## src/rtl/core/piecewise_cubic_bezier_eval_macros.svh

```systemverilog
// ---------------------------------------------------------------------------
// Piecewise cubic Bezier evaluator - assertion macros
// Shared helpers for the concurrent checks in the core modules.
// ---------------------------------------------------------------------------
`ifndef PIECEWISE_CUBIC_BEZIER_EVAL_MACROS_SVH
`define PIECEWISE_CUBIC_BEZIER_EVAL_MACROS_SVH

// same-cycle implication, disabled in reset
`define PCBE_ASSERT_IMP(lbl, clk, rst, ante, cons) \
  lbl: assert property (@(posedge clk) disable iff (rst) (ante) |-> (cons)) \
    else $error("assertion failed");

// next-cycle implication, disabled in reset
`define PCBE_ASSERT_NXT(lbl, clk, rst, ante, cons) \
  lbl: assert property (@(posedge clk) disable iff (rst) (ante) |=> (cons)) \
    else $error("assertion failed");

`endif

```

## src/rtl/core/cpb_pkg.sv

```systemverilog
// ---------------------------------------------------------------------------
// cpb_pkg
// Types and fixed constants of the piecewise cubic Bezier evaluator.
// ---------------------------------------------------------------------------
package cpb_pkg;

  localparam int COORD_W     = 16;
  localparam int FRAC_W      = 16;
  localparam int INDEX_W     = 10;
  localparam int STATION_W   = 10;
  localparam int COUNT_W     = 11;
  localparam int SEGS_W      = COUNT_W - 2;
  localparam int SEG_W       = 10;
  localparam int SHARE_W     = 10;
  localparam int NUM_W       = SHARE_W + FRAC_W;
  localparam int RECIP_SHIFT = NUM_W;
  localparam int RECIP_W     = RECIP_SHIFT + 1;
  localparam int DIV_CNT_W   = 5;
  localparam int STATIONS    = 1000;

  // floor(2^29 / 1000), segment quotient estimate
  localparam int SEG_RECIP_SHIFT = 29;
  localparam int SEG_RECIP_W     = 20;
  localparam logic [SEG_RECIP_W-1:0] SEG_RECIP = SEG_RECIP_W'((2**SEG_RECIP_SHIFT) / STATIONS);

  // register reset: four points, one segment
  localparam logic [COUNT_W-1:0] COUNT_RESET = COUNT_W'(4);
  localparam logic [SHARE_W-1:0] SHARE_RESET = SHARE_W'(STATIONS);
  localparam logic [RECIP_W-1:0] RECIP_RESET = RECIP_W'((2**RECIP_SHIFT) / STATIONS);

  localparam int QUEUE_DEPTH  = 8;
  localparam int QPTR_W       = 3;
  localparam int QCNT_W       = 4;
  localparam int FRONT_STAGES = 6;

  localparam int A_W   = 21;
  localparam int ACC_W = 40;

  localparam logic MODE_LOAD = 1'b0;
  localparam logic MODE_EVAL = 1'b1;

  typedef enum logic [2:0] {
    CFG_IDLE,
    CFG_LOAD_SHARE,
    CFG_SHARE,
    CFG_LOAD_RECIP,
    CFG_RECIP
  } cfg_state_t;

  // word moved through the queue
  typedef struct packed {
    logic                      is_eval;
    logic [INDEX_W-1:0]        addr;
    logic signed [COORD_W-1:0] x;
    logic signed [COORD_W-1:0] y;
    logic [FRAC_W-1:0]         frac;
  } item_t;

endpackage

```

## src/rtl/core/cpb_front.sv

```systemverilog
// ---------------------------------------------------------------------------
// cpb_front
// Takes words and config, finds segment and local fraction of a station.
// ---------------------------------------------------------------------------
`include "piecewise_cubic_bezier_eval_macros.svh"

module cpb_front #(
  parameter int MAX_POINTS = 1024
) (
  input  logic                               clk,
  input  logic                               rst,
  input  logic                               start,
  output logic                               busy,
  input  logic                               mode,
  input  logic [cpb_pkg::INDEX_W-1:0]        point_index,
  input  logic signed [cpb_pkg::COORD_W-1:0] coord_x,
  input  logic signed [cpb_pkg::COORD_W-1:0] coord_y,
  input  logic [cpb_pkg::STATION_W-1:0]      station,
  input  logic                               cfg_valid,
  output logic                               cfg_ready,
  input  logic [cpb_pkg::COUNT_W-1:0]        cfg_data,
  input  logic [cpb_pkg::QCNT_W-1:0]         q_count,
  output logic                               push,
  output cpb_pkg::item_t                     push_word
);
  import cpb_pkg::*;

  localparam int CMP_W = 13;
  localparam logic [CMP_W-1:0] MAXP = CMP_W'(MAX_POINTS);
  localparam int P_W = STATION_W + SEGS_W;
  localparam int T_W = STATION_W + RECIP_W;
  localparam int ST_W = P_W + SEG_RECIP_W;
  localparam int QP_W = STATION_W + SHARE_W;
  localparam int FT_W = NUM_W + RECIP_W;

  // config register and derived values
  logic [COUNT_W-1:0] point_count;
  logic [SHARE_W-1:0] share;
  logic [RECIP_W-1:0] recip;
  logic [CMP_W-1:0]   count_clamp;
  logic [SEGS_W-1:0]  segs;

  always_comb begin
    count_clamp = (CMP_W'(point_count) > MAXP) ? MAXP : CMP_W'(point_count);
    segs = SEGS_W'(count_clamp >> 2);
    if (segs == '0) begin
      segs = SEGS_W'(1);
    end
  end

  // divider sequencer: share = 1000/segs, then recip = 2^26/share
  cfg_state_t           cstate, cstate_next;
  logic [SHARE_W-1:0]   div_rem;
  logic [RECIP_W-1:0]   div_quo;
  logic [SHARE_W-1:0]   div_den;
  logic [DIV_CNT_W-1:0] div_cnt;
  logic                 cfg_wr;
  logic                 div_last;
  logic                 div_load, div_step, load_recip_sel, share_done, recip_done;
  logic [SHARE_W:0]     div_sh;
  logic                 div_ge;
  logic [SHARE_W-1:0]   div_rem_n;
  logic [RECIP_W-1:0]   div_quo_n;

  assign cfg_wr   = cfg_valid && cfg_ready;
  assign div_last = (div_cnt == DIV_CNT_W'(RECIP_W - 1));

  always_comb begin
    cstate_next = cstate;
    unique case (cstate)
      CFG_IDLE:       if (cfg_wr) cstate_next = CFG_LOAD_SHARE;
      CFG_LOAD_SHARE: cstate_next = CFG_SHARE;
      CFG_SHARE:      if (div_last) cstate_next = CFG_LOAD_RECIP;
      CFG_LOAD_RECIP: cstate_next = CFG_RECIP;
      CFG_RECIP:      if (div_last) cstate_next = CFG_IDLE;
      default:        cstate_next = CFG_IDLE;
    endcase
  end

  always_comb begin
    div_load       = 1'b0;
    div_step       = 1'b0;
    load_recip_sel = 1'b0;
    share_done     = 1'b0;
    recip_done     = 1'b0;
    cfg_ready      = 1'b0;
    unique case (cstate)
      CFG_IDLE:       cfg_ready = 1'b1;
      CFG_LOAD_SHARE: div_load = 1'b1;
      CFG_SHARE: begin
        div_step   = 1'b1;
        share_done = div_last;
      end
      CFG_LOAD_RECIP: begin
        div_load       = 1'b1;
        load_recip_sel = 1'b1;
      end
      CFG_RECIP: begin
        div_step   = 1'b1;
        recip_done = div_last;
      end
      default: cfg_ready = 1'b0;
    endcase
  end

  // one restoring step per cycle
  always_comb begin
    div_sh    = {div_rem, div_quo[RECIP_W-1]};
    div_ge    = (div_sh >= {1'b0, div_den});
    div_rem_n = div_ge ? SHARE_W'(div_sh - {1'b0, div_den}) : SHARE_W'(div_sh);
    div_quo_n = {div_quo[RECIP_W-2:0], div_ge};
  end

  always_ff @(posedge clk) begin
    if (rst) begin
      cstate      <= CFG_IDLE;
      point_count <= COUNT_RESET;
      share       <= SHARE_RESET;
      recip       <= RECIP_RESET;
    end else begin
      cstate <= cstate_next;
      if (cfg_wr) begin
        point_count <= cfg_data;
      end
      if (share_done) begin
        share <= div_quo_n[SHARE_W-1:0];
      end
      if (recip_done) begin
        recip <= div_quo_n;
      end
    end
  end

  always_ff @(posedge clk) begin
    if (div_load) begin
      div_rem <= '0;
      div_cnt <= '0;
      if (load_recip_sel) begin
        div_quo <= RECIP_W'(1) << RECIP_SHIFT;
        div_den <= share;
      end else begin
        div_quo <= RECIP_W'(STATIONS);
        div_den <= SHARE_W'(segs);
      end
    end else if (div_step) begin
      div_rem <= div_rem_n;
      div_quo <= div_quo_n;
      div_cnt <= div_cnt + DIV_CNT_W'(1);
    end
  end

  // admission: room in the queue for everything in flight
  logic s1_v, s2_v, s3_v, s4_v, s5_v, s6_v;
  logic [QCNT_W:0] inflight;
  logic            accept;

  assign inflight = (QCNT_W+1)'(s1_v) + (QCNT_W+1)'(s2_v) + (QCNT_W+1)'(s3_v)
                  + (QCNT_W+1)'(s4_v) + (QCNT_W+1)'(s5_v) + (QCNT_W+1)'(s6_v);
  assign busy   = (cstate != CFG_IDLE)
               || ((QCNT_W+1)'(q_count) + inflight >= (QCNT_W+1)'(QUEUE_DEPTH));
  assign accept = start && !busy;

  // stage valids
  always_ff @(posedge clk) begin
    if (rst) begin
      {s1_v, s2_v, s3_v, s4_v, s5_v, s6_v} <= '0;
    end else begin
      {s1_v, s2_v, s3_v, s4_v, s5_v, s6_v} <= {accept, s1_v, s2_v, s3_v, s4_v, s5_v};
    end
  end

  // stage 1: capture
  item_t                s1_item, s2_item, s3_item, s4_item, s5_item, s6_item;
  logic [STATION_W-1:0] s1_station, s2_station, s3_station;

  always_ff @(posedge clk) begin
    if (accept) begin
      s1_item.is_eval <= (mode == MODE_EVAL);
      s1_item.addr    <= point_index;
      s1_item.x       <= coord_x;
      s1_item.y       <= coord_y;
      s1_item.frac    <= '0;
      s1_station      <= station;
    end
  end

  // stage 2: station*segs and station quotient estimate
  logic [P_W-1:0]       c1_p, s2_p, s3_p;
  logic [T_W-1:0]       c1_t;
  logic [STATION_W-1:0] s2_qs;

  assign c1_p = P_W'(s1_station) * P_W'(segs);
  assign c1_t = T_W'(s1_station) * T_W'(recip);

  always_ff @(posedge clk) begin
    s2_item    <= s1_item;
    s2_station <= s1_station;
    s2_p       <= c1_p;
    s2_qs      <= c1_t[RECIP_SHIFT +: STATION_W];
  end

  // stage 3: segment estimate, quotient times share
  logic [ST_W-1:0]      c2_segt;
  logic [QP_W-1:0]      c2_qp;
  logic [SEG_W-1:0]     s3_seg_est;
  logic [STATION_W-1:0] s3_qp;

  assign c2_segt = ST_W'(s2_p) * ST_W'(SEG_RECIP);
  assign c2_qp   = QP_W'(s2_qs) * QP_W'(share);

  always_ff @(posedge clk) begin
    s3_item    <= s2_item;
    s3_station <= s2_station;
    s3_p       <= s2_p;
    s3_seg_est <= c2_segt[SEG_RECIP_SHIFT +: SEG_W];
    s3_qp      <= c2_qp[STATION_W-1:0];
  end

  // stage 4: correct segment and remainder
  logic [P_W-1:0]       seg_prod, seg_r;
  logic [SEG_W-1:0]     seg_fix, seg_sat;
  logic [STATION_W-1:0] rem0, rem;
  logic [SHARE_W-1:0]   s4_rem;
  item_t                c3_item;

  always_comb begin
    seg_prod = P_W'(s3_seg_est) * P_W'(STATIONS);
    seg_r    = s3_p - seg_prod;
    seg_fix  = s3_seg_est + SEG_W'(seg_r >= P_W'(STATIONS));
    seg_sat  = (seg_fix >= SEG_W'(segs)) ? SEG_W'(segs - SEGS_W'(1)) : seg_fix;
    rem0     = s3_station - s3_qp;
    rem      = (rem0 >= STATION_W'(share)) ? rem0 - STATION_W'(share) : rem0;
  end

  // evaluations carry the segment index in the address field
  always_comb begin
    c3_item = s3_item;
    if (s3_item.is_eval) begin
      c3_item.addr = INDEX_W'(seg_sat);
    end
  end

  always_ff @(posedge clk) begin
    s4_item <= c3_item;
    s4_rem  <= SHARE_W'(rem);
  end

  // stage 5: fraction estimate rem*2^16*recip
  logic [NUM_W-1:0]  c4_num, s5_num;
  logic [FT_W-1:0]   c4_ft;
  logic [FRAC_W-1:0] s5_fe, s6_fe;

  assign c4_num = {s4_rem, FRAC_W'(0)};
  assign c4_ft  = FT_W'(c4_num) * FT_W'(recip);

  always_ff @(posedge clk) begin
    s5_item <= s4_item;
    s5_num  <= c4_num;
    s5_fe   <= c4_ft[RECIP_SHIFT +: FRAC_W];
  end

  // stage 6: fraction residue
  logic [NUM_W-1:0] c5_fp, s6_r;

  assign c5_fp = NUM_W'(s5_fe) * NUM_W'(share);

  always_ff @(posedge clk) begin
    s6_item <= s5_item;
    s6_fe   <= s5_fe;
    s6_r    <= s5_num - c5_fp;
  end

  // fraction is off by at most one
  always_comb begin
    push_word      = s6_item;
    push_word.frac = s6_fe + FRAC_W'(s6_r >= NUM_W'(share));
  end
  assign push = s6_v;

  `PCBE_ASSERT_NXT(a_cfg_starts_div, clk, rst, cfg_wr, cstate == CFG_LOAD_SHARE)
  `PCBE_ASSERT_IMP(a_no_accept_in_div, clk, rst, accept, cstate == CFG_IDLE)
  `PCBE_ASSERT_IMP(a_seg_in_range, clk, rst, push && push_word.is_eval,
    push_word.addr < INDEX_W'(segs))

endmodule

```

## config.mk

```make
export PLATFORM = sky130hd
export DESIGN_NAME = cpb_front
export DESIGN_NICKNAME = d
export VERILOG_FILES = /design/src/rtl/core/cpb_pkg.sv /design/src/rtl/core/cpb_front.sv
export VERILOG_INCLUDE_DIRS = /design/src /design/src/rtl/core
export SDC_FILE = /design/constraint.sdc
export NUM_CORES = 2
export LEC_CHECK = 0
export ABC_AREA = 1
export BUFFER_PORTS_ARGS = -buffer_cell sky130_fd_sc_hd__buf_2
export CORE_MARGIN = 3
export CORE_UTILIZATION = 63
export CTS_BUF_LIST = sky130_fd_sc_hd__clkbuf_8 sky130_fd_sc_hd__clkbuf_16
export CTS_CLUSTER_SIZE = 30
export DETAILED_ROUTE_END_ITERATION = 12
export PLACE_DENSITY = 0.8
export SYNTH_ARGS = -nofsm -noshare
export SYNTH_HDL_FRONTEND = slang
export SYNTH_SLANG_ARGS = --single-unit
```

## constraint.sdc

```tcl
create_clock -name clk -period 9.45 [get_ports clk]
set_input_delay 0.945 -clock clk [delete_from_list [all_inputs] [get_ports clk]]
set_output_delay 0.945 -clock clk [all_outputs]
set_load 0.01 [all_outputs]
```

==> run_results.csv <==
group,metric,value,unit
sta,worstMarginPinSlew,1230,ps
placed_design,gp_congestion,0.954,
routing,wl,121000,um
routing,vias,36600,
synth,yosys-top-cells-area,"fa_1 (27%), dfxtp_1 (19%), ha_1 (13%)",
clock_network,cts-buffers-inserted,53,
worst_setup_path,crit_path_max_fanout,12,
final_layout,drive_gt1_share,5.12,%
sta,slew_headroom,17.9,%
sta,period_share,86.3,%
synth,synth-simple-area-share,14.9,%
worst_setup_path,end_kind,"flop",
worst_setup_path,worst-path-stages,39,
final_layout,nets,6960,
worst_hold_path,holdPathStages,0,
sta,finalMaxSlewViolations,0,
floorplan,start_util,64.2,%
clock_network,holdBufCountCts,0,
synth,synth_compound_area_share,5.67,%
synth,synth.yosys.seq_area_share,24.4,%
synth,netlist-cell-type-count,63,
worst_setup_path,critPathBufInv,3,
worst_setup_path,worstSetupStartpointType,"flop",
routing,wl_per_cell,17.8,um
worst_setup_path,reg2reg_depth,39,
floorplan,die_h,283,um
synth,synth-async-reset-ratio,0,%
worst_setup_path,worstPathRequired,9960,ps
clock_network,cts_setup_buffers,0,
sta,finalSetupViolations,0,
synth,synth_flop_cell,"dfxtp_1",
clock_network,insertion_delay,620,ps
synth,yosysTopAreaCell,"fa_1",
worst_setup_path,arrival,8670,ps
routing,routed_via_density,5.37,
global_route,grtUsageTotal,31.4,%
sta,rsz0062_at_grt,"false",
floorplan,pin_count,134,
final_layout,area_delta_synth_final,6.96,%
clock_network,cts.path.max_buffers,3,
placed_design,portBuffers,133,
worst_setup_path,slowest_stage,"dfxtp_1",
global_route,first_global_vias,37800,
worst_setup_path,max_stage_delay,590,ps
synth,avgSynthCellArea,8.46,sq um
global_route,grt_pass1_wl,197000,um
clock_network,cts.htree.levels,2,
synth,synthXorXnorAreaFrac,2.95,%
worst_hold_path,hold_path_class,"reg -> reg",
worst_setup_path,path_common_cell,"nand2_1",
clock_network,clockRootBuffer,"clkbuf_16",
synth,ys_ff_latch,543,
synth,syn_inst,5709,
synth,syn_nets,6917,
global_route,grt_overflow_total,0,
routing,dr.first_iter.drc_count,2915,
placed_design,dpl.hpwl,92500,um
run_status,outcome,"finished, final reports clean",
final_layout,insertedDiodeCount,0,
worst_setup_path,crit_type,"reg -> reg",
clock_network,post_cts_resized,0,
clock_network,cts_tree,"yes",
synth,synth_edf_count,90,
final_layout,final.fill_count,5808,
sta,fmax,123,MHz
sta,tns,0,ps
routing,ant_nets,0,
floorplan,dieArea,80000,sq um
worst_setup_path,crit_family,"adder cells",
sta,finalHoldViolCount,0,
global_route,grt_start_max_net_pins,53,
job,cap_violations,0,
clock_network,clkSlewWorstSetupHoldPaths,70,ps
sta,fin_worst_skew,20.6,ps
synth,synth_top_area_share,26.9,%
sta,min_period,8160,ps
synth,synthMuxAreaShare,0.0207,%
routing,first_pass_iters,8,
floorplan,rows,100,
synth,yosys.area_share.adder,39.5,%
synth,synth-warning-count,0,
synth,netlist_area,48300,sq um
synth,synth_top_family_by_area,"adder cells",
floorplan,die_w,283,um
clock_network,cts_sinks,543,
global_route,antenna_found_initial,3,
routing,drc,0,
floorplan,core_area,75200,sq um
final cells by class:
| class | count | area, sq um | area share (%) |
|---|---|---|---|
| Multi-Input combinational cell | 3558 | 30400 | 59.0 |
| Sequential cell | 543 | 11800 | 22.8 |
| Inverter | 1427 | 5360 | 10.4 |
| Clock buffer | 57 | 1380 | 2.68 |
| Tap cell | 1020 | 1280 | 2.47 |
| Timing Repair Buffer | 169 | 936 | 1.81 |
| Clock inverter | 43 | 469 | 0.909 |
Yosys cell counts (8+ instances only):
library cell  instances
nand3b_1              8
edfxtp_1             90
nand4_1              44
ha_1                488
o21ai_1              10
xor2_1              115
inv_1              1422
or2_2                 9
buf_1                15
nor2_1              265
o21ai_0             140
a31oi_1              10
buf_2                12
a21oi_1             227
a21o_1               24
nor3_1               39
nand3_1             120
nor4_1               11
clkbuf_1            149
o211ai_1             17
nand2_1            1249
fa_1                648
xnor2_1              45
dfxtp_1             453
o21bai_1             16
cells in the final DEF, fill, tap and decap left out, types with 53 or more instances in the layout:
master     synthesis  final
a21oi_1          227    227
buf_2             12    133
clkbuf_16          0     53
dfxtp_1          453    453
edfxtp_1          90     90
fa_1             648    648
ha_1             488    488
inv_1           1422   1433
nand2_1         1249   1249
nand3_1          120    120
nor2_1           265    261
o21ai_0          140    140
xor2_1           115    115
stage by stage:
step / utilization [%] / std cells / hold WS (ps) / instance area (sq um) / worst slack (ps)
after floorplan: - / 5709 / 310 / 48300 / 2480
after global placement: 66.2 / 6717 / 309 / 49800 / 1520
after detailed placement: 66.2 / 6717 / 312 / 49800 / 1370
after CTS: 68.7 / 6817 / 322 / 51600 / 1330
after global routing: 68.7 / 6817 / 328 / 51600 / 638
final: 68.7 / 6817 / 319 / 51600 / 1290
final timing paths:
path / from / endpoint / slack (ps)
min: s2_item[18] / c3_item[18] / 320
min reg2reg: s2_item[18] / c3_item[18] / 320
max reg2reg: s3_seg_est[1] / s4_item[48] / 1290
max: s3_seg_est[1] / s4_item[48] / 1290
sequential cells by signal, indices dropped and copies added (netlist names), 11 cells and up:
register     cells
s2_p            19
push_word       43
c3_item         33
div_quo         27
s3_p            19
s6_r            26
s6_fe           16
point_count     11
s5_fe           16
s2_item         43
s1_item         43
s4_item         43
recip           27
s5_item         43
metal layers:
| metal | up-vias | track usage, % | routed length (um) |
|---|---|---|---|
| met5 | - | 0 | 0 |
| met4 | 0 | 10.8 | 4390 |
| met3 | 288 | 4.83 | 9970 |
| met2 | 1530 | 51.9 | 56700 |
| met1 | 17700 | 42.6 | 50200 |
| li1 | 17100 | - | - |
cells by family (layout without fill, tap and decap cells):
logic type / after synthesis / after routing
adders and majority gates: 1136 / 1136
AOI/OAI and AO/OA: 484 / 484
buffers and inverters: 1608 / 1696
muxes: 1 / 1
and+or+nand+nor: 1776 / 1776
DFF: 543 / 543
xor gates and xnor gates: 161 / 161
worst register-to-register path, delay by kind of cell, from the launching register on:
family	cells	cell delay [ps]
AO/OA/AOI/OAI	10	1620
XOR/XNOR	2	460
adder cells (fa/ha/maj)	8	3200
buffers and inverters	3	370
flip-flops	1	590
AND/OR/NAND/NOR	16	1800
Power is left out: the tool's default activity adds up to more than one toggle a clock period on the data nets, which glitch-free logic cannot reach.
