<file path="config.mk">
export PLATFORM = sky130hd
export DESIGN_NAME = cpb_queue
export DESIGN_NICKNAME = d
export VERILOG_FILES = /design/src/rtl/core/cpb_pkg.sv /design/src/rtl/core/cpb_queue.sv
export VERILOG_INCLUDE_DIRS = /design/src /design/src/rtl/core
export SDC_FILE = /design/constraint.sdc
export NUM_CORES = 1
export LEC_CHECK = 0
export CORE_ASPECT_RATIO = 0.7
export CORE_MARGIN = 4
export CORE_UTILIZATION = 45
export DETAILED_ROUTE_END_ITERATION = 16
export DONT_BUFFER_PORTS = 1
export GPL_ROUTABILITY_DRIVEN = 0
export PLACE_DENSITY = 0.66
export SYNTH_ARGS = -nofsm -noshare
export SYNTH_HDL_FRONTEND = slang
export SYNTH_SLANG_ARGS = --single-unit
</file>
<file path="constraint.sdc">
create_clock -name clk -period 8.2 [get_ports clk]
set_clock_uncertainty 0.2 [all_clocks]
set_input_delay 1.64 -clock clk [delete_from_list [all_inputs] [get_ports clk]]
set_output_delay 1.64 -clock clk [all_outputs]
set_load 0.05 [all_outputs]
</file>
<file path="src/rtl/core/piecewise_cubic_bezier_eval_macros.svh">
// ---------------------------------------------------------------------------
// Piecewise cubic Bezier evaluator - assertion macros
// Shared helpers for the concurrent checks in the core modules.
// ---------------------------------------------------------------------------
`ifndef PIECEWISE_CUBIC_BEZIER_EVAL_MACROS_SVH
`define PIECEWISE_CUBIC_BEZIER_EVAL_MACROS_SVH

// same-cycle implication, disabled in reset
`define PCBE_ASSERT_IMP(lbl, clk, rst, ante, cons) \
  lbl: assert property (@(posedge clk) disable iff (rst) (ante) |-> (cons)) \
    else $error("assertion failed");

// next-cycle implication, disabled in reset
`define PCBE_ASSERT_NXT(lbl, clk, rst, ante, cons) \
  lbl: assert property (@(posedge clk) disable iff (rst) (ante) |=> (cons)) \
    else $error("assertion failed");

`endif

</file>
<file path="src/rtl/core/cpb_pkg.sv">
// ---------------------------------------------------------------------------
// cpb_pkg
// Types and fixed constants of the piecewise cubic Bezier evaluator.
// ---------------------------------------------------------------------------
package cpb_pkg;

  localparam int COORD_W     = 16;
  localparam int FRAC_W      = 16;
  localparam int INDEX_W     = 10;
  localparam int STATION_W   = 10;
  localparam int COUNT_W     = 11;
  localparam int SEGS_W      = COUNT_W - 2;
  localparam int SEG_W       = 10;
  localparam int SHARE_W     = 10;
  localparam int NUM_W       = SHARE_W + FRAC_W;
  localparam int RECIP_SHIFT = NUM_W;
  localparam int RECIP_W     = RECIP_SHIFT + 1;
  localparam int DIV_CNT_W   = 5;
  localparam int STATIONS    = 1000;

  // floor(2^29 / 1000), segment quotient estimate
  localparam int SEG_RECIP_SHIFT = 29;
  localparam int SEG_RECIP_W     = 20;
  localparam logic [SEG_RECIP_W-1:0] SEG_RECIP = SEG_RECIP_W'((2**SEG_RECIP_SHIFT) / STATIONS);

  // register reset: four points, one segment
  localparam logic [COUNT_W-1:0] COUNT_RESET = COUNT_W'(4);
  localparam logic [SHARE_W-1:0] SHARE_RESET = SHARE_W'(STATIONS);
  localparam logic [RECIP_W-1:0] RECIP_RESET = RECIP_W'((2**RECIP_SHIFT) / STATIONS);

  localparam int QUEUE_DEPTH  = 8;
  localparam int QPTR_W       = 3;
  localparam int QCNT_W       = 4;
  localparam int FRONT_STAGES = 6;

  localparam int A_W   = 21;
  localparam int ACC_W = 40;

  localparam logic MODE_LOAD = 1'b0;
  localparam logic MODE_EVAL = 1'b1;

  typedef enum logic [2:0] {
    CFG_IDLE,
    CFG_LOAD_SHARE,
    CFG_SHARE,
    CFG_LOAD_RECIP,
    CFG_RECIP
  } cfg_state_t;

  // word moved through the queue
  typedef struct packed {
    logic                      is_eval;
    logic [INDEX_W-1:0]        addr;
    logic signed [COORD_W-1:0] x;
    logic signed [COORD_W-1:0] y;
    logic [FRAC_W-1:0]         frac;
  } item_t;

endpackage

</file>
<file path="src/rtl/core/cpb_queue.sv">
// ---------------------------------------------------------------------------
// cpb_queue
// Short FIFO between front and back; the back drains one word a cycle.
// ---------------------------------------------------------------------------
`include "piecewise_cubic_bezier_eval_macros.svh"

module cpb_queue (
  input  logic                       clk,
  input  logic                       rst,
  input  logic                       push,
  input  cpb_pkg::item_t             push_word,
  output logic                       pop,
  output cpb_pkg::item_t             pop_word,
  output logic [cpb_pkg::QCNT_W-1:0] count
);
  import cpb_pkg::*;

  item_t             slots [QUEUE_DEPTH];
  logic [QPTR_W-1:0] wr_ptr, rd_ptr;

  assign pop      = (count != '0);
  assign pop_word = slots[rd_ptr];

  always_ff @(posedge clk) begin
    if (push) begin
      slots[wr_ptr] <= push_word;
    end
  end

  // pointers and fill level
  always_ff @(posedge clk) begin
    if (rst) begin
      wr_ptr <= '0;
      rd_ptr <= '0;
      count  <= '0;
    end else begin
      if (push) begin
        wr_ptr <= wr_ptr + QPTR_W'(1);
      end
      if (pop) begin
        rd_ptr <= rd_ptr + QPTR_W'(1);
      end
      count <= count + QCNT_W'(push) - QCNT_W'(pop);
    end
  end

  `PCBE_ASSERT_IMP(a_no_overflow, clk, rst, push, count < QCNT_W'(QUEUE_DEPTH) || pop)
  `PCBE_ASSERT_IMP(a_count_bound, clk, rst, 1'b1, count <= QCNT_W'(QUEUE_DEPTH))
  `PCBE_ASSERT_NXT(a_drain, clk, rst, pop && !push, count == $past(count) - QCNT_W'(1))

endmodule

</file>
==> run summary, run 1 <==
outcome: complete, no violations
Vias/cell: 5.557
Mapped Nets: 822
Root Driver: clkbuf_16
leakage: 6.220 nW
Hold Path Class: flip-flop to flip-flop
crit path capture: pop_word[25]
critical path launch point type: flip-flop
DRT met1 WL: 14830 um
Period minus WS final: 5120 ps
fmax: 0.1953 GHz
CP Buf/Inv Count: 1
Slew @ Worst Pin: 1107 ps
multi-input combinational cell area: 3695 um^2
synthesis-to-layout area growth: 11.97%
post-layout util: 51.31%
cell at the slowest stage of the critical path: dfxtp_4
Seq/Total Area, Yosys: 78.90%
Rows: 61
Setup WS post-layout: 3080 ps
worst-path cell chain: buf_4 > mux4_2 > mux2_2
Worst VDD drop: 0.0001765 V
vias in the first global route: 8221
residual DRC count: 0
Reg area: 14450 um^2
Netlist cell types: 25
Cell Pwr Density: 320.5 nW/um^2
first-pass GRT wire length: 52830 um
Highest Signal Layer: met4
DR WL met3: 2122 um
CP Max Fanout: 41
met2 wire len: 17080 um
Worst R2R Setup Slack: 4860 ps
I/O Pins: 126
worst path arrival time: 3280 ps
Post-Syn Area: 18290 um^2
Total Routed Length: 34440 um
total grt overflow: 0
Post-DRT Antenna Nets: 0
headroom to the max-slew limit: 26.22%
CP top delay family: multiplexers
Buffers on Ports: 0
routed len/inst: 25.49 um
via count: 7507
Fin Setup TNS: 0 ps
area of the core: 39920 um^2
post-DP HPWL: 17930 um
Clock transition at path regs: 60 ps
synthesized area per cell: 24.33 um^2
setup repair bufs after CTS: 0
Tot Pwr: 6.565 mW
CTS tree: done
antenna diode count: 0
total global-route track usage: 15.84%
Slew Limit Fails: 0
RSZ-0062 raised after global routing: false
Synth Instances: 752
Final Setup Violations: 0
clk buf depth: 3
reg2reg path depth: 11
CP peak stage delay: 900 ps
flops & latches, synth: 485
Clk Latency, worst-skew pair: 540 ps
critical path type: flip-flop to output port
worst slack, placed: 3482 ps
Layout Nets: 848
initial antenna violation count: 0
reg2reg end: count[2]
largest net degree at the start of global routing: 72
DR iter-0 viols: 501
hold buffers post-CTS: 0
share of cells above drive strength 1: 32.60%
data required time of the critical path: 6360 ps
synth warn: 0
R2R Path Start: count[2]
die width: 249.0 um
# fillers: 3041
Die Y: 176.7 um
Detailed Routing Iterations Pass 1: 4
# H-tree levels: 2
Max Cap Viol: 0
CTS Sinks: 485
post-CTS sizing: 0
CTS buffer count: 46
Worst setup EP type: output port
initial core utilization: 45.83%
die area: 43990 um^2
Fin. Hold Viols: 0
period utilization: 62.44%
WP depth: 3
## layout by cell type, fill, tap and decap left out, drive strengths merged, types with 7 or more instances in the layout
cell | synthesis | layout
buf | 19 | 12
nor2 | 14 | 14
mux2 | 59 | 59
inv | 9 | 9
mux4 | 118 | 118
edfxtp | 472 | 472
dfxtp | 13 | 13
ha | 7 | 7
clkinv | 0 | 11
clkbuf | 15 | 68
## power by group
| part | total, mW | leakage [nW] | internal [mW] | switching (mW) |
|---|---|---|---|---|
| clock network | 2.15 | 0.750 | 1.29 | 0.860 |
| registers | 2.97 | 4.40 | 2.79 | 0.178 |
| logic | 1.45 | 1.07 | 0.534 | 0.912 |
## worst min-delay path by stage
stage	start	end	slack [ps]	cells past startpoint
floorplan	rd_ptr[2]	flip-flop	260	2
global placement	rd_ptr[2]	flip-flop	260	2
detailed placement	rd_ptr[2]	flip-flop	270	2
CTS	rd_ptr[2]	flip-flop	290	2
global route	rd_ptr[2]	flip-flop	340	2
finish	rd_ptr[2]	flip-flop	280	2
## logic make-up (layout without fill, tap and decap cells)
| group | Yosys count | in the layout | synth area share [%] |
|---|---|---|---|
| fa+ha+maj | 8 | 8 | 0.5882 |
| xor+xnor | 3 | 3 | 0.1437 |
| simple gates | 28 | 28 | 0.7113 |
| mux | 179 | 179 | 18.27 |
| flops | 485 | 485 | 78.90 |
| compound gates | 6 | 6 | 0.1847 |
| buf+inv | 43 | 107 | 1.204 |
## cell usage after synthesis
| cell | instances | area [um^2] |
|---|---|---|
| buf_6 | 1 | 11.26 |
| xor2_1 | 3 | 26.28 |
| nor3_1 | 2 | 10.01 |
| nor3b_1 | 1 | 7.510 |
| mux2_2 | 59 | 664.4 |
| clkbuf_1 | 15 | 56.30 |
| nand2b_1 | 5 | 31.28 |
| dfxtp_1 | 13 | 260.3 |
| fa_1 | 1 | 20.02 |
| buf_1 | 1 | 3.750 |
| nand3_1 | 1 | 5.000 |
| buf_8 | 3 | 45.04 |
| mux2i_1 | 2 | 20.02 |
| ha_1 | 7 | 87.58 |
| mux4_2 | 118 | 2658 |
| inv_1 | 9 | 33.78 |
| or3_1 | 1 | 6.260 |
| a31o_2 | 1 | 8.760 |
| nand2_1 | 3 | 11.26 |
| nor2_1 | 14 | 52.55 |
| a21oi_1 | 4 | 20.02 |
| o21ai_0 | 1 | 5.000 |
| buf_2 | 14 | 70.07 |
| nor2b_1 | 1 | 6.260 |
| edfxtp_1 | 472 | 14170 |
## routing by layer
layer | vias to the layer above | global-route usage [%]
li1 | 3230 | -
met1 | 4075 | 21.68
met2 | 162 | 26.06
met3 | 40 | 4.480
met4 | 0 | 3.130
met5 | - | 0
## worst min-delay path, stage by stage (launching register included)
cell     delay, ps
dfxtp_1        310
o21ai_0         70
a21oi_1         70
## cell type report
type	instances	area share, %
Multi-Input combinational cell	224	18.04
Timing Repair Buffer	12	0.4398
Clock buffer	68	6.530
Inverter	9	0.1649
Tap cell	535	3.268
Sequential cell	485	70.52
Clock inverter	18	1.038
## per-stage QoR
step	std cells	cell area [um^2]	hold slack (ps)
final	1351	20480	284.9
after global routing	1351	20480	339.3
after CTS	1351	20480	285.8
after detailed placement	1265	18930	268.6
after global placement	1265	18930	257.1
after floorplan	752	18290	259.7
## state kept, by name, indices dropped and copies added (netlist names), named ones only
signal	cells
slots	472
count	4
rd_ptr	3
wr_ptr	3
No activity file was read; power rests on OpenSTA's default activity.
==> run 2: changes to the inputs <==
--- a/config.mk
+++ b/config.mk
@@ -12,7 +12,7 @@
 export DETAILED_ROUTE_END_ITERATION = 16
 export DONT_BUFFER_PORTS = 1
 export GPL_ROUTABILITY_DRIVEN = 0
-export PLACE_DENSITY = 0.66
+export PLACE_DENSITY = 0.68
 export SYNTH_ARGS = -nofsm -noshare
 export SYNTH_HDL_FRONTEND = slang
 export SYNTH_SLANG_ARGS = --single-unit
==> constraint.sdc (replaced) <==
create_clock -name clk -period 4.3 [get_ports clk]
set_clock_uncertainty 0.2 [all_clocks]
set_input_delay 0.86 -clock clk [delete_from_list [all_inputs] [get_ports clk]]
set_output_delay 0.86 -clock clk [all_outputs]
set_load 0.05 [all_outputs]
==> run 2 against run 1 <==
  * Hold slack got worse by 120 ps
  * Critical path type unchanged
  * Final cell count did not move
  * Design area is 0.68% higher
  * Highest routed layer unchanged
  * Clock power grew 87%
  * Critical endpoint is now pop_word[22]
  * Clock-buffer cell count fell by 16
==> run summary, run 2 (synthesis gave the netlist of run 1 again) <==
outcome: complete, no violations
critical path launch point type: flip-flop
Period minus WS final: 3640 ps
reg2reg end: count[2]
Setup WS post-layout: 659.7 ps (-2421 ps)
DP Cell Count: 1268 (+0.24%)
antenna diode count: 0 (unchanged)
via count: 7559 (+0.69%)
vias in the first global route: 8216 (-0.061%)
Cell Count, Final, Fillers Out: 1351 (unchanged)
# H-tree levels: 2 (unchanged)
Post-DRT Antenna Nets: 0 (unchanged)
worst-path cell chain: buf_12 > mux4_2 > mux2_2
Fin. Hold Viols: 0 (unchanged)
Hold Path Class: input pin to flip-flop
worst hold stages: 1 (-1)
CTS buffer count: 47 (+2.2%)
Buffers on Ports: 0 (unchanged)
fmax: 0.2747 GHz
leading registers by flop count: slots (472), count (4)
most common cell after layout, fill and taps aside: edfxtp_1
placed cell area: 19110 um^2 (+0.91%)
post-layout util: 51.66% (+0.35 points)
Worst R2R Setup Slack: 980 ps (-3880 ps)
max reg flops: 472 (unchanged)
hold buffers post-CTS: 0 (unchanged)
worst slack, placed: 1001 ps (-2481 ps)
Fin Setup TNS: 0 ps (unchanged)
clk buf depth: 3 (unchanged)
area of the core: 39920 um^2 (unchanged)
post-DP HPWL: 17140 um (-4.4%)
Slew Limit Fails: 0 (unchanged)
Comb power frac: 23.2% (+1.2 points)
Max Cap Viol: 0 (unchanged)
Die Y: 176.7 um (unchanged)
Total Routed Length: 33640 um (-2.3%)
critical path type: flip-flop to output port
die area: 43990 um^2 (unchanged)
leakage: 6.246 nW (+0.41%)
routed len/inst: 24.90 um (-2.3%)
Net Sw Frac: 30.23% (+0.52 points)
hold_sp: rst
reg2reg path depth: 11 (unchanged)
CP Max Fanout: 50 (+22%)
synthesis-to-layout area growth: 12.73%
total global-route track usage: 15.52% (-0.31 points)
residual DRC count: 0 (unchanged)
RSZ-0062 raised after global routing: false
cell at the slowest stage of the critical path: dfxtp_4
Final Setup Violations: 0 (unchanged)
Clk Latency, worst-skew pair: 560 ps (+20 ps)
Worst VDD drop: 0.0003789 V (+110%)
headroom to the max-slew limit: 30.77% (+4.5 points)
share of cells above drive strength 1: 33.58% (+0.98 points)
WHS: 168.2 ps (-116.8 ps)
commonest non-fill, non-tap cells in the layout: edfxtp_1 (472), mux4_2 (118), mux2_2 (59)
largest register by flop count: slots
Cell Pwr Density: 606.0 nW/um^2 (+89%)
die width: 249.0 um (unchanged)
Rows: 61 (unchanged)
share of power burned in registers: 44.7% (-0.6 points)
Root Driver: clkbuf_16
internal power: 8.720 mW (+89%)
largest net degree at the start of global routing: 65 (-9.7%)
NetSw: 3.778 mW (+94%)
Worst setup EP type: output port
I/O Pins: 126 (unchanged)
worst path arrival time: 2580 ps (-700 ps)
first-pass GRT wire length: 51830 um (-1.9%)
period utilization: 84.66%
DR iter-0 viols: 559 (+12%)
setup repair bufs after CTS: 0 (unchanged)
Slew @ Worst Pin: 1038 ps (-68.18 ps)
Clk pwr share: 32.2% (-0.5 points)
post-CTS sizing: 0 (unchanged)
CTS tree: done
data required time of the critical path: 3240 ps (-3120 ps)
CP peak stage delay: 590 ps (-310 ps)
Detailed Routing Iterations Pass 1: 4 (unchanged)
Vias/cell: 5.595 (+0.69%)
Layout Nets: 852 (+0.47%)
CTS Sinks: 485 (unchanged)
R2R Path Start: count[2]
Tot Pwr: 12.50 mW (+90%)
initial antenna violation count: 0 (unchanged)
initial core utilization: 45.83% (unchanged)
Final Instance Area: 20620 um^2 (+0.68%)
Clock transition at path regs: 60 ps (about the same)
total grt overflow: 0 (unchanged)
-- run 2: changes by cell type in the layout (fill, tap and decap cells not counted), sizes merged --
cell,previous run,this run
clkbuf,68,52
clkinv,11,20
buf,12,15
clkinvlp,2,5
inv,9,10
-- run 2: layer usage --
metal,up-vias,wire (um),track usage (%)
met5,-,0,0
met4,0,599,3.574
met1,4059,14160,21.08
li1,3251,-,-
met2,195,16740,25.92
met3,54,2146,3.834
-- run 2: power groups by stage --
stage | clock, mW | combinational (mW) | sequential, mW
3_3_place_gp | 0 | 2.93 | 5.69
2_1_floorplan | 0 | 2.72 | 5.51
6_report | 4.02 | 2.89 | 5.58
3_5_place_dp | 0 | 2.95 | 5.70
5_1_grt | 4.36 | 3.06 | 5.61
4_1_cts | 4.15 | 2.96 | 5.60
-- run 2: worst max path at each step --
| stage | slack, ps | endpoint | from | cells after the start |
|---|---|---|---|---|
| after global placement | 1070 | count[2] | count[2] | 11 |
| after floorplan | 160 | slots[2][0] | push | 2 |
| after CTS | 570 | pop_word[33] | flip-flop | 3 |
| final | 660 | pop_word[22] | flip-flop | 3 |
| after global routing | 480 | pop_word[33] | flip-flop | 3 |
| after detailed placement | 1000 | count[2] | count[2] | 11 |
-- run 2: critical path, delay by kind of cell, from the launching register on --
kind / cells / cell delay (ps)
flops: 1 / 590
mux: 2 / 990
buf+inv: 1 / 390
-- run 2: final cells by class --
cell class,count,area [um^2]
fill,3049,19290
sequential,485,14450
multi-input combinational,224,3707
clock buffer,52,1216
tap,535,669.4
clock inverter,31,300.3
timing repair buffer,15,250.2
inverter,9,33.78
==> run 3: changes to the inputs <==
--- a/config.mk
+++ b/config.mk
@@ -12,7 +12,7 @@
 export DETAILED_ROUTE_END_ITERATION = 16
 export DONT_BUFFER_PORTS = 1
 export GPL_ROUTABILITY_DRIVEN = 0
-export PLACE_DENSITY = 0.68
+export PLACE_DENSITY = 0.66
 export SYNTH_ARGS = -nofsm -noshare
 export SYNTH_HDL_FRONTEND = slang
 export SYNTH_SLANG_ARGS = --single-unit
==> constraint.sdc (replaced) <==
create_clock -name clk -period 3.7 [get_ports clk]
set_clock_uncertainty 0.2 [all_clocks]
set_input_delay 0.74 -clock clk [delete_from_list [all_inputs] [get_ports clk]]
set_output_delay 0.74 -clock clk [all_outputs]
set_load 0.05 [all_outputs]
==> run 3 against run 2 <==
  * Clock-buffer cell count increased by 2
  * Critical path type unchanged
  * Power is 18% higher
  * Die area did not move
  * Register-to-register slack about the same
  * Design area up 0.52%
  * Sequential share of layout area fell by 0.36 points
  * Combinational power up 23%
  * Hold slack lost 110 ps
  * Critical path depth unchanged
==> run summary, run 3 (synthesis gave the netlist of run 1 again) <==
met3 usage: 4.436% (+0.60 points)
die width: 249.0 um (unchanged)
Slew Limit Fails: 0 (unchanged)
Root Driver: clkbuf_16
via count: 7556 (-0.040%)
RSZ-0062 raised after global routing: false
routed len/inst: 25.45 um (+2.2%)
Net Sw Frac: 30.05% (-0.18 points)
NetSw: 4.426 mW (+17%)
Total Routed Length: 34940 um (+3.9%)
Clock transition at path regs: 60 ps (about the same)
synthesis-to-layout area growth: 13.32%
hold buffers post-CTS: 0 (unchanged)
most used routing layer: met2
setup repair bufs after CTS: 0 (unchanged)
share of cells above drive strength 1: 34.37% (+0.79 points)
first-pass GRT wire length: 52030 um (+0.39%)
Hold Path Class: input pin to flip-flop
share of power burned in registers: 43.6% (-1.1 points)
residual DRC count: 0 (unchanged)
# H-tree levels: 2 (unchanged)
commonest non-fill, non-tap cells in the layout: edfxtp_1 (472), mux4_2 (118), mux2_2 (59)
outcome: complete, no violations
Vias/cell: 5.503 (-1.6%)
Die Y: 176.7 um (unchanged)
Final Setup Violations: 0 (unchanged)
Fin. Hold Viols: 0 (unchanged)
worst hold stages: 1 (unchanged)
routing usage on met1: 21.57% (+0.50 points)
I/O Pins: 126 (unchanged)
CP Max Fanout: 22 (-56%)
Post-DRT Antenna Nets: 0 (unchanged)
largest net degree at the start of global routing: 45 (-31%)
Period minus WS final: 3453 ps
Rows: 61 (unchanged)
post-DP HPWL: 19450 um (+13%)
CTS buffer count: 47 (unchanged)
WHS: 57.26 ps (-110.9 ps)
reg2reg path depth: 13 (+2)
internal power: 10.30 mW (+18%)
placed cell area: 19190 um^2 (+0.45%)
critical path type: flip-flop to output port
DR iter-0 viols: 577 (+3.2%)
worst path arrival time: 2510 ps (-70 ps)
headroom to the max-slew limit: 54.41% (+24 points)
Detailed Routing Iterations Pass 1: 5 (+1)
Comb power frac: 24.2% (+1.0 points)
met2 Resource Use GR: 26.17% (+0.25 points)
data required time of the critical path: 2760 ps (-480 ps)
period utilization: 93.33%
area of the core: 39920 um^2 (unchanged)
Slew @ Worst Pin: 683.0 ps (-355.5 ps)
Cell Pwr Density: 710.5 nW/um^2 (+17%)
Max Cap Viol: 0 (unchanged)
fmax: 0.2896 GHz
initial core utilization: 45.83% (unchanged)
total global-route track usage: 15.82% (+0.30 points)
CTS tree: done
reg2reg end: count[2]
die area: 43990 um^2 (unchanged)
antenna diode count: 0 (unchanged)
hold_sp: rst
most common cell after layout, fill and taps aside: edfxtp_1
Fin Setup TNS: 0 ps (unchanged)
Worst R2R Setup Slack: 970 ps (about the same)
Worst VDD drop: 0.0004456 V (+18%)
R2R Path Start: count[2]
max reg flops: 472 (unchanged)
post-CTS sizing: 0 (unchanged)
critical path launch point type: flip-flop
Worst setup EP type: output port
Clk pwr share: 32.2% (about the same)
leakage: 6.354 nW (+1.7%)
total grt overflow: 0 (unchanged)
initial antenna violation count: 1 (+1)
largest register by flop count: slots
Layout Nets: 870 (+2.1%)
Final Instance Area: 20730 um^2 (+0.52%)
leading registers by flop count: slots (472), count (4)
CTS Sinks: 485 (unchanged)
clk buf depth: 3 (unchanged)
Clk Latency, worst-skew pair: 550 ps (about the same)
vias in the first global route: 8099 (-1.4%)
Buffers on Ports: 0 (unchanged)
-- run 3: how the worst max path moves through the flow --
stage / from / to / cells after the start
2_1_floorplan: push / slots[2][0] / 2
3_3_place_gp: flip-flop / pop_word[31] / 3
3_5_place_dp: flip-flop / pop_word[33] / 3
4_1_cts: flip-flop / pop_word[28] / 3
5_1_grt: flip-flop / pop_word[33] / 3
6_report: flip-flop / pop_word[33] / 3
-- run 3: stage by stage --
step | util [%] | power [mW] | worst slack (ps) | std cells
after floorplan | - | 9.564 | -316.0 | 752
after global placement | 48.08 | 10.15 | 791.2 | 1286
after detailed placement | 48.08 | 10.17 | 792.7 | 1286
after CTS | 51.93 | 14.94 | 157.9 | 1373
after global routing | 51.93 | 15.35 | 95.11 | 1373
final | 51.93 | 14.73 | 246.8 | 1373
-- run 3: power groups by stage --
| stage | registers (mW) | logic, mW | clock network (mW) |
|---|---|---|---|
| 2_1_floorplan | 6.40 | 3.16 | 0 |
| 5_1_grt | 6.45 | 3.77 | 5.13 |
| 3_5_place_dp | 6.55 | 3.62 | 0 |
| 6_report | 6.42 | 3.56 | 4.74 |
| 4_1_cts | 6.44 | 3.64 | 4.87 |
| 3_3_place_gp | 6.55 | 3.60 | 0 |
-- run 3: per-layer routing --
metal,share of wire (%),wire length (um)
met5,0,0
met2,50,17300
met4,1.3,446
met1,43,14960
met3,6.4,2233
-- run 3: area by class of cell --
cell class / count / area [um^2]
clock buffer: 54 / 1224
clock inverter: 33 / 315.3
fill: 2998 / 19190
inverter: 9 / 33.78
multi-input combinational: 224 / 3707
sequential: 485 / 14450
tap: 535 / 669.4
timing repair buffer: 33 / 335.3
-- run 3: worst max-delay path: stages (launching register included) --
cell and delay [ps]:
dfxtp_4 680, buf_12 280, mux4_2 540, mux2_2 410
